<file path="src/hdl/gcs_pkg.sv">
// ----------------------------------------------------------------------------
// gcs_pkg
// Shared constants and types of the streaming 3x3 grey-level convolution core.
// ----------------------------------------------------------------------------
package gcs_pkg;

  localparam int PIX_W       = 8;
  localparam int PIX_MAX     = 255;
  localparam int CNT_W       = 10;
  localparam int DIM_W       = 11;
  localparam int KREG_W      = 36;
  localparam int CFG_IDX_W   = 3;
  localparam int KERNEL_SIZE = 3;
  localparam int NUM_TAPS    = KERNEL_SIZE * KERNEL_SIZE;
  localparam int FRAC_BITS   = 8;
  localparam int FRAME_MAX   = 1024;

  localparam logic [CFG_IDX_W-1:0] REG_FRAME_WIDTH   = 3'd0;
  localparam logic [CFG_IDX_W-1:0] REG_FRAME_HEIGHT  = 3'd1;
  localparam logic [CFG_IDX_W-1:0] REG_KERNEL_TOP    = 3'd2;
  localparam logic [CFG_IDX_W-1:0] REG_KERNEL_MIDDLE = 3'd3;
  localparam logic [CFG_IDX_W-1:0] REG_KERNEL_BOTTOM = 3'd4;

  typedef logic [PIX_W-1:0] pix_t;

  typedef logic [KERNEL_SIZE-1:0][KREG_W-1:0] kernel_t;

  // Last column and last row index of the frame after clamping.
  typedef struct packed {
    logic [CNT_W-1:0] last_col;
    logic [CNT_W-1:0] last_row;
  } geom_t;

  // Position and flags that travel with one result item.
  typedef struct packed {
    logic [CNT_W-1:0] row;
    logic [CNT_W-1:0] col;
    logic             done;
    logic             last;
  } meta_t;

  // One 3x3 neighborhood, tap index is kernel_row * 3 + kernel_column.
  typedef struct packed {
    pix_t [NUM_TAPS-1:0] taps;
    meta_t               meta;
  } op_t;

endpackage

</file>
<file path="src/hdl/gcs_conv.sv">
// ----------------------------------------------------------------------------
// gcs_conv
// Multiply-accumulate pipeline: nine parallel products, a sum, then rounding
// to nearest even and clamping into the output register.
// ----------------------------------------------------------------------------
module gcs_conv #(
  parameter int COEF_BITS = 12
) (
  input  logic                       clk,
  input  logic                       rst_n,
  input  logic                       op_valid,
  output logic                       op_ready,
  input  gcs_pkg::op_t               op,
  input  gcs_pkg::kernel_t           kernel,
  output logic                       out_valid,
  input  logic                       out_ready,
  output logic [gcs_pkg::PIX_W-1:0]  out_pixel,
  output gcs_pkg::meta_t             out_meta
);
  import gcs_pkg::*;

  localparam int KW = KERNEL_SIZE * COEF_BITS;
  localparam int PW = COEF_BITS + PIX_W + 1;
  localparam int SW = PW + 4;
  localparam int QW = SW - FRAC_BITS;
  localparam logic [FRAC_BITS-1:0] HALF = {1'b1, {(FRAC_BITS-1){1'b0}}};

  logic [KERNEL_SIZE-1:0][KW-1:0]  kext;
  logic signed [COEF_BITS-1:0]     coef [NUM_TAPS];

  logic                 c1_v_r, c2_v_r, c3_v_r, out_v_r;
  logic                 c1_rdy, c2_rdy, c3_rdy, o_rdy;
  op_t                  c1_op_r;
  logic signed [PW-1:0] prod_nxt [NUM_TAPS];
  logic signed [PW-1:0] c2_prod_r [NUM_TAPS];
  meta_t                c2_meta_r, c3_meta_r, out_meta_r;
  logic signed [SW-1:0] sum_nxt, c3_sum_r;
  logic [QW-1:0]        q;
  logic [FRAC_BITS-1:0] rem;
  logic [QW:0]          q_rnd;
  logic                 rnd_up, positive;
  pix_t                 pix_nxt, out_pix_r;

  // Taps that lie beyond the register width read as zero.
  always_comb begin
    for (int y = 0; y < KERNEL_SIZE; y++) begin
      kext[y] = KW'(kernel[y]);
      for (int x = 0; x < KERNEL_SIZE; x++) begin
        coef[y * KERNEL_SIZE + x] = $signed(kext[y][x * COEF_BITS +: COEF_BITS]);
      end
    end
  end

  assign o_rdy    = !out_v_r || out_ready;
  assign c3_rdy   = !c3_v_r || o_rdy;
  assign c2_rdy   = !c2_v_r || c3_rdy;
  assign c1_rdy   = !c1_v_r || c2_rdy;
  assign op_ready = c1_rdy;

  always_ff @(posedge clk) begin
    if (!rst_n) begin
      c1_v_r  <= 1'b0;
      c2_v_r  <= 1'b0;
      c3_v_r  <= 1'b0;
      out_v_r <= 1'b0;
    end else begin
      if (c1_rdy) begin
        c1_v_r <= op_valid;
      end
      if (c2_rdy) begin
        c2_v_r <= c1_v_r;
      end
      if (c3_rdy) begin
        c3_v_r <= c2_v_r;
      end
      if (o_rdy) begin
        out_v_r <= c3_v_r;
      end
    end
  end

  // Products
  always_comb begin
    for (int k = 0; k < NUM_TAPS; k++) begin
      prod_nxt[k] = coef[k] * $signed({1'b0, c1_op_r.taps[k]});
    end
  end

  // Exact sum of the nine products
  always_comb begin
    sum_nxt = '0;
    for (int k = 0; k < NUM_TAPS; k++) begin
      sum_nxt = sum_nxt + SW'(c2_prod_r[k]);
    end
  end

  // Round half to even, then clamp to the pixel range.
  assign q        = c3_sum_r[SW-1:FRAC_BITS];
  assign rem      = c3_sum_r[FRAC_BITS-1:0];
  assign positive = !c3_sum_r[SW-1] && (c3_sum_r != '0);
  assign rnd_up   = (rem > HALF) || ((rem == HALF) && q[0]);
  assign q_rnd    = {1'b0, q} + (QW + 1)'(rnd_up);

  always_comb begin
    if (!positive) begin
      pix_nxt = '0;
    end else if (q_rnd > (QW + 1)'(PIX_MAX)) begin
      pix_nxt = PIX_W'(PIX_MAX);
    end else begin
      pix_nxt = q_rnd[PIX_W-1:0];
    end
  end

  always_ff @(posedge clk) begin
    if (c1_rdy && op_valid) begin
      c1_op_r <= op;
    end
    if (c2_rdy && c1_v_r) begin
      c2_prod_r <= prod_nxt;
      c2_meta_r <= c1_op_r.meta;
    end
    if (c3_rdy && c2_v_r) begin
      c3_sum_r  <= sum_nxt;
      c3_meta_r <= c2_meta_r;
    end
    if (o_rdy && c3_v_r) begin
      out_pix_r  <= pix_nxt;
      out_meta_r <= c3_meta_r;
    end
  end

  assign out_valid = out_v_r;
  assign out_pixel = out_pix_r;
  assign out_meta  = out_meta_r;

endmodule

</file>
<file path="config.mk">
export PLATFORM = sky130hd
export DESIGN_NAME = gcs_conv
export DESIGN_NICKNAME = d
export VERILOG_FILES = /design/src/hdl/gcs_pkg.sv /design/src/hdl/gcs_conv.sv
export SDC_FILE = /design/constraint.sdc
export NUM_CORES = 2
export LEC_CHECK = 0
export BUFFER_PORTS_ARGS = -buffer_cell sky130_fd_sc_hd__buf_2
export CAP_MARGIN = 20
export CORE_MARGIN = 2
export CORE_UTILIZATION = 55
export DETAILED_ROUTE_END_ITERATION = 10
export PLACE_DENSITY = 0.73
export SLEW_MARGIN = 0
export SYNTH_ARGS = -nofsm -noshare
export SYNTH_HDL_FRONTEND = slang
export SYNTH_SLANG_ARGS = --single-unit
</file>
<file path="constraint.sdc">
create_clock -name clk -period 22.7 [get_ports clk]
set_input_delay 3.405 -clock clk [delete_from_list [all_inputs] [get_ports clk]]
set_output_delay 3.405 -clock clk [all_outputs]
set_load 0.01 [all_outputs]
</file>
### Word-level counts from Yosys, hierarchy flattened

Cells that the tools add are included.

| word-level totals | value |
|---|---|
| register bits after elaboration | 386 |
| output and inout bits | 32 |
| logic and storage cells | 79 |

| operators by class | value |
|---|---|
| add/subtract/negate cells | 9 |
| $mul | 9 |
| order comparisons | 2 |
| equality and inequality tests | 1 |
| mux-type cells | 1 |
| reduce and logical (&&, ||, !) cells | 17 |

Operator list:

| operator | number |
|---|---|
| $mul A12 B9 Y21 | 9 |
| $add A25 B21 Y25 | 4 |
| $add A24 B21 Y25 | 1 |
| $reduce_bool A25 Y1 | 1 |
| $add A23 B21 Y24 | 1 |
| $add A22 B21 Y23 | 1 |
| $add A21 B21 Y22 | 1 |
| $add A17 B1 Y18 | 1 |
| $gt A18 B8 Y1 const B | 1 |
| $eq A8 B8 Y1 const B | 1 |
| $gt A8 B8 Y1 const B | 1 |
| $mux W8 | 1 |
| $logic_and A1 B1 Y1 | 6 |
| $logic_not A1 Y1 | 5 |
| $logic_or A1 B1 Y1 | 5 |

### Longest topological paths before layout

| depth | value |
|---|---|
| depth after elaboration | 8 |
| mapped depth | 20 |

### Worst setup path after synthesis

No wires, ideal clock.

| path | value |
|---|---|
| path type | input to register |
| start point | in out_ready |
| end point | reg c2_meta_r[0] (netlist name), enable pin |
| library setup time | 1.104 ns |
| arrival | 18.889 ns |
| data required time | 21.596 ns |
| setup slack | 2.707 ns |
| stages | 3 |
| path buffers | 0 |
| cells stage by stage | nor2b_1 and2_0 a21boi_0 |

| on the way | value |
|---|---|
| longest elaborated chain between the ends | 4 |

Ends and longest elaborated chain:

| what | line | RTL |
|---|---|---|
| start: declaration | gcs_conv.sv:16 | `input logic out_ready,` |
| $logic_or A1 B1 Y1 | gcs_conv.sv:54 | `assign o_rdy = !out_v_r \|\| out_ready;` |
| $logic_or A1 B1 Y1 | gcs_conv.sv:55 | `assign c3_rdy = !c3_v_r \|\| o_rdy;` |
| $logic_or A1 B1 Y1 | gcs_conv.sv:56 | `assign c2_rdy = !c2_v_r \|\| c3_rdy;` |
| $logic_and A1 B1 Y1 | gcs_conv.sv:118 | `if (c2_rdy && c1_v_r) begin` |
| end signal: assignment | gcs_conv.sv:120 | `c2_meta_r <= c1_op_r.meta;` |
| end: declaration | gcs_conv.sv:36 | `meta_t c2_meta_r, c3_meta_r, out_meta_r;` |

No other way between the ends.
A chain may end at the register's enable or synchronous reset.

### Worst setup path in the final report

| path | value |
|---|---|
| start point | in out_ready |
| end point | out op_ready |

| on the way | value |
|---|---|
| longest elaborated chain between the ends | 4 |

Ends and longest elaborated chain:

| what | line | RTL |
|---|---|---|
| $logic_or A1 B1 Y1 | gcs_conv.sv:54 |  |
| $logic_or A1 B1 Y1 | gcs_conv.sv:55 |  |
| $logic_or A1 B1 Y1 | gcs_conv.sv:56 |  |
| $logic_or A1 B1 Y1 | gcs_conv.sv:57 | `assign c1_rdy = !c1_v_r \|\| c2_rdy;` |
| end: declaration | gcs_conv.sv:12 | `output logic op_ready,` |

No other way between the ends.

==> reports/metrics.yaml <==
run_status:
  status: "completed"
sta:
  min_period_ps: 8050
  setup_tns_ps: 0
  relSlewSlack_pct: 37.1
  tightestPinTransition_ps: 942
  slew_viol_final: 0
  hold_viol_final: 0
  fin_crit_sh_pct: 35.5
  fmax_mhz: 124
  final-setup-viol-count: 0
  rsz0062_at_grt: "false"
  fin_worst_skew_ps: 29.7
synth:
  syn_nets: 6262
  ys.flop_type: "edfxtp_1"
  ys_seq_area_share_pct: 23.5
  synth_common_cells: "1373 x inv_1, 852 x fa_1, 479 x and2_1, 435 x nand2_1, 405 x ha_1"
  synth_cell_types: 57
  synth_warnings: 0
  synth_seq_cells: 386
  async_reset_ff_share_pct: 0
  avgSynthCellArea_um2: 10.2
  synth_top_area_share_pct: 34.8
  synth.area.top_cells: "fa_1 35%, edfxtp_1 23%, inv_1 11%"
  synth.cell_area_um2: 49100
  synth-edff-count: 382
  synth_top_area_cell: "fa_1"
  netlist_instances: 4799
  synth_most_common_cell: "inv_1"
floorplanning:
  pin_count: 238
  core_area_um2: 88400
  dieArea_um2: 91600
  dieWidth_um: 303
  die_h_um: 303
  row_count: 109
  initial_utilization_pct: 55.5
worst_setup_path:
  endpoint_kind: "output pin"
  r2r_slack_ps: 17480
  r2r_start: "c1_op_r[38]"
  startpoint_type: "input pin"
  crit_end: "op_ready"
  arrival_ps: 4640
  startpoint: "out_ready"
  reg2reg_to: "c2_prod_r[146]"
  reg2reg_depth: 17
  crit_required_ps: 19300
  path_class: "in2out"
  crit_fanout: 6
detailed_routing:
  wire_per_inst_um: 16.4
  vias: 31696
  drt_pass1_iterations: 5
  drc: 0
  drtAntennaViolNets: 0
  routed_wl_mm: 102
  vias_per_cell: 5.10
  dr.first_iter.drc_count: 1948
cells_and_area:
  regArea_um2: 11600
  drive_gt1_share_pct: 6.69
  nNetsFinal: 6474
  fillCellCount: 7383
  multi_input_area_um2: 32100
  area_growth_syn_to_layout_pct: 8.13
placed_design:
  hpwl_mm: 85.8
  gp_congestion: 0.865
  port_buffers: 237
run:
  cap_violations: 0
grt:
  grt-ovfl-total: 0
  track_usage_pct: 23.7
  grt_max_degree: 72
  antenna_found_initial: 3
  grt_pass1_wl_mm: 171
  grt_pass1_vias: 33993
cts:
  cts_tree: "built"
  clk_latency_ps: 650
  clock-root-buffer: "clkbuf_16"
  ctsHoldBuffers: 0
  cts_resized: 0
  clk_pin_slew_ps: 60
  cts_buffers: 49
  cts_buffer_depth: 3
  post_cts_buffers: 0
  ctsHtreeMaxLevel: 2
  clkSinkCount: 386
hold_path:
  holdCritPathClass: "reg2reg"
stage by stage:
stage                     instance area [um2]  hold slack, ps  std cells  utilization, %  setup WS [ps]
after floorplan                         49100             400       4799               -           2710
after global routing                    53100             422       6218            60.0          14570
final                                   53100             414       6218            60.0          14650
after global placement                  51500             401       6125            58.3          14720
after detailed placement                51500             405       6125            58.3          14620
after CTS                               53100             415       6216            60.0          14650
registers in the layout (all words and copies together), names as in the netlist:
| name | count |
|---|---|
| c2_prod_r | 189 |
| c1_op_r | 94 |
| c3_sum_r | 25 |
| c2_meta_r | 22 |
| c3_meta_r | 22 |
| out_meta | 22 |
| out_pixel | 8 |
| c1_v_r | 1 |
| c2_v_r | 1 |
| c3_v_r | 1 |
| out_valid | 1 |
kinds of logic after synthesis:
group | Yosys count | synth area share [%]
simple gates | 1125 | 11.7
fa+ha+maj | 1257 | 45.1
xor+xnor | 188 | 3.36
flops | 386 | 23.5
compound gates | 388 | 5.14
buf+inv | 1455 | 11.1
metal layers:
layer	GRT usage, %	share of wire (%)	vias to the layer above
li1	-	-	14885
met5	0	0.0078	-
met2	42.2	51	688
met4	7.64	3.1	2
met3	3.02	5.0	156
met1	30.2	41	15965
final cells by class:
type,instances,area share [%]
multi-input cells,2958,60.5
flip-flops and latches,386,21.8
inverters,1373,9.71
well taps,1165,2.75
clock buffers,56,2.36
repair buffers,243,2.32
clock inverters,35,0.587
diodes,2,0.00943
critical path, stage by stage:
cell	delay (ps)
buf_2	100
nor2b_1	260
and2_0	550
nand3_1	160
buf_2	170
cell usage in the layout, fill, tap and decap left out, types with 6 or more instances in the layout:
cell and n:
a211oi_1 10, a21o_1 61, a21oi_1 130, a31o_2 6, and2_1 479, and3_1 8, buf_2 237, buf_4 6
clkbuf_1 7, clkbuf_16 49, clkinv_2 7, clkinvlp_4 8, edfxtp_1 382, fa_1 852, ha_1 405, inv_1 1373
inv_6 6, nand2_1 435, nand2b_1 21, nand3_1 25, nand4_1 13, nor2_1 70, nor2b_1 26, nor3_1 12
nor4_1 9, o211ai_1 8, o21a_1 31, o21ai_0 57, o21bai_1 21, o31a_1 10, or3_1 6, xnor2_1 145
xor2_1 43
how the worst min path moves through the flow:
stage / end / startpoint / cells after the start / slack (ps)
after floorplan: c2_meta_r[0] / c1_op_r[0] / 0 / 400
after global placement: out_meta[21] / c3_meta_r[21] / 0 / 400
after detailed placement: c2_meta_r[20] / c1_op_r[20] / 0 / 400
after CTS: c3_meta_r[7] / c2_meta_r[7] / 0 / 420
after global routing: c2_meta_r[11] / c1_op_r[11] / 0 / 420
final: c3_meta_r[7] / c2_meta_r[7] / 0 / 410
Power is not shown: default switching activity piles up to over one toggle a cycle in this logic, so the estimate is an artifact.
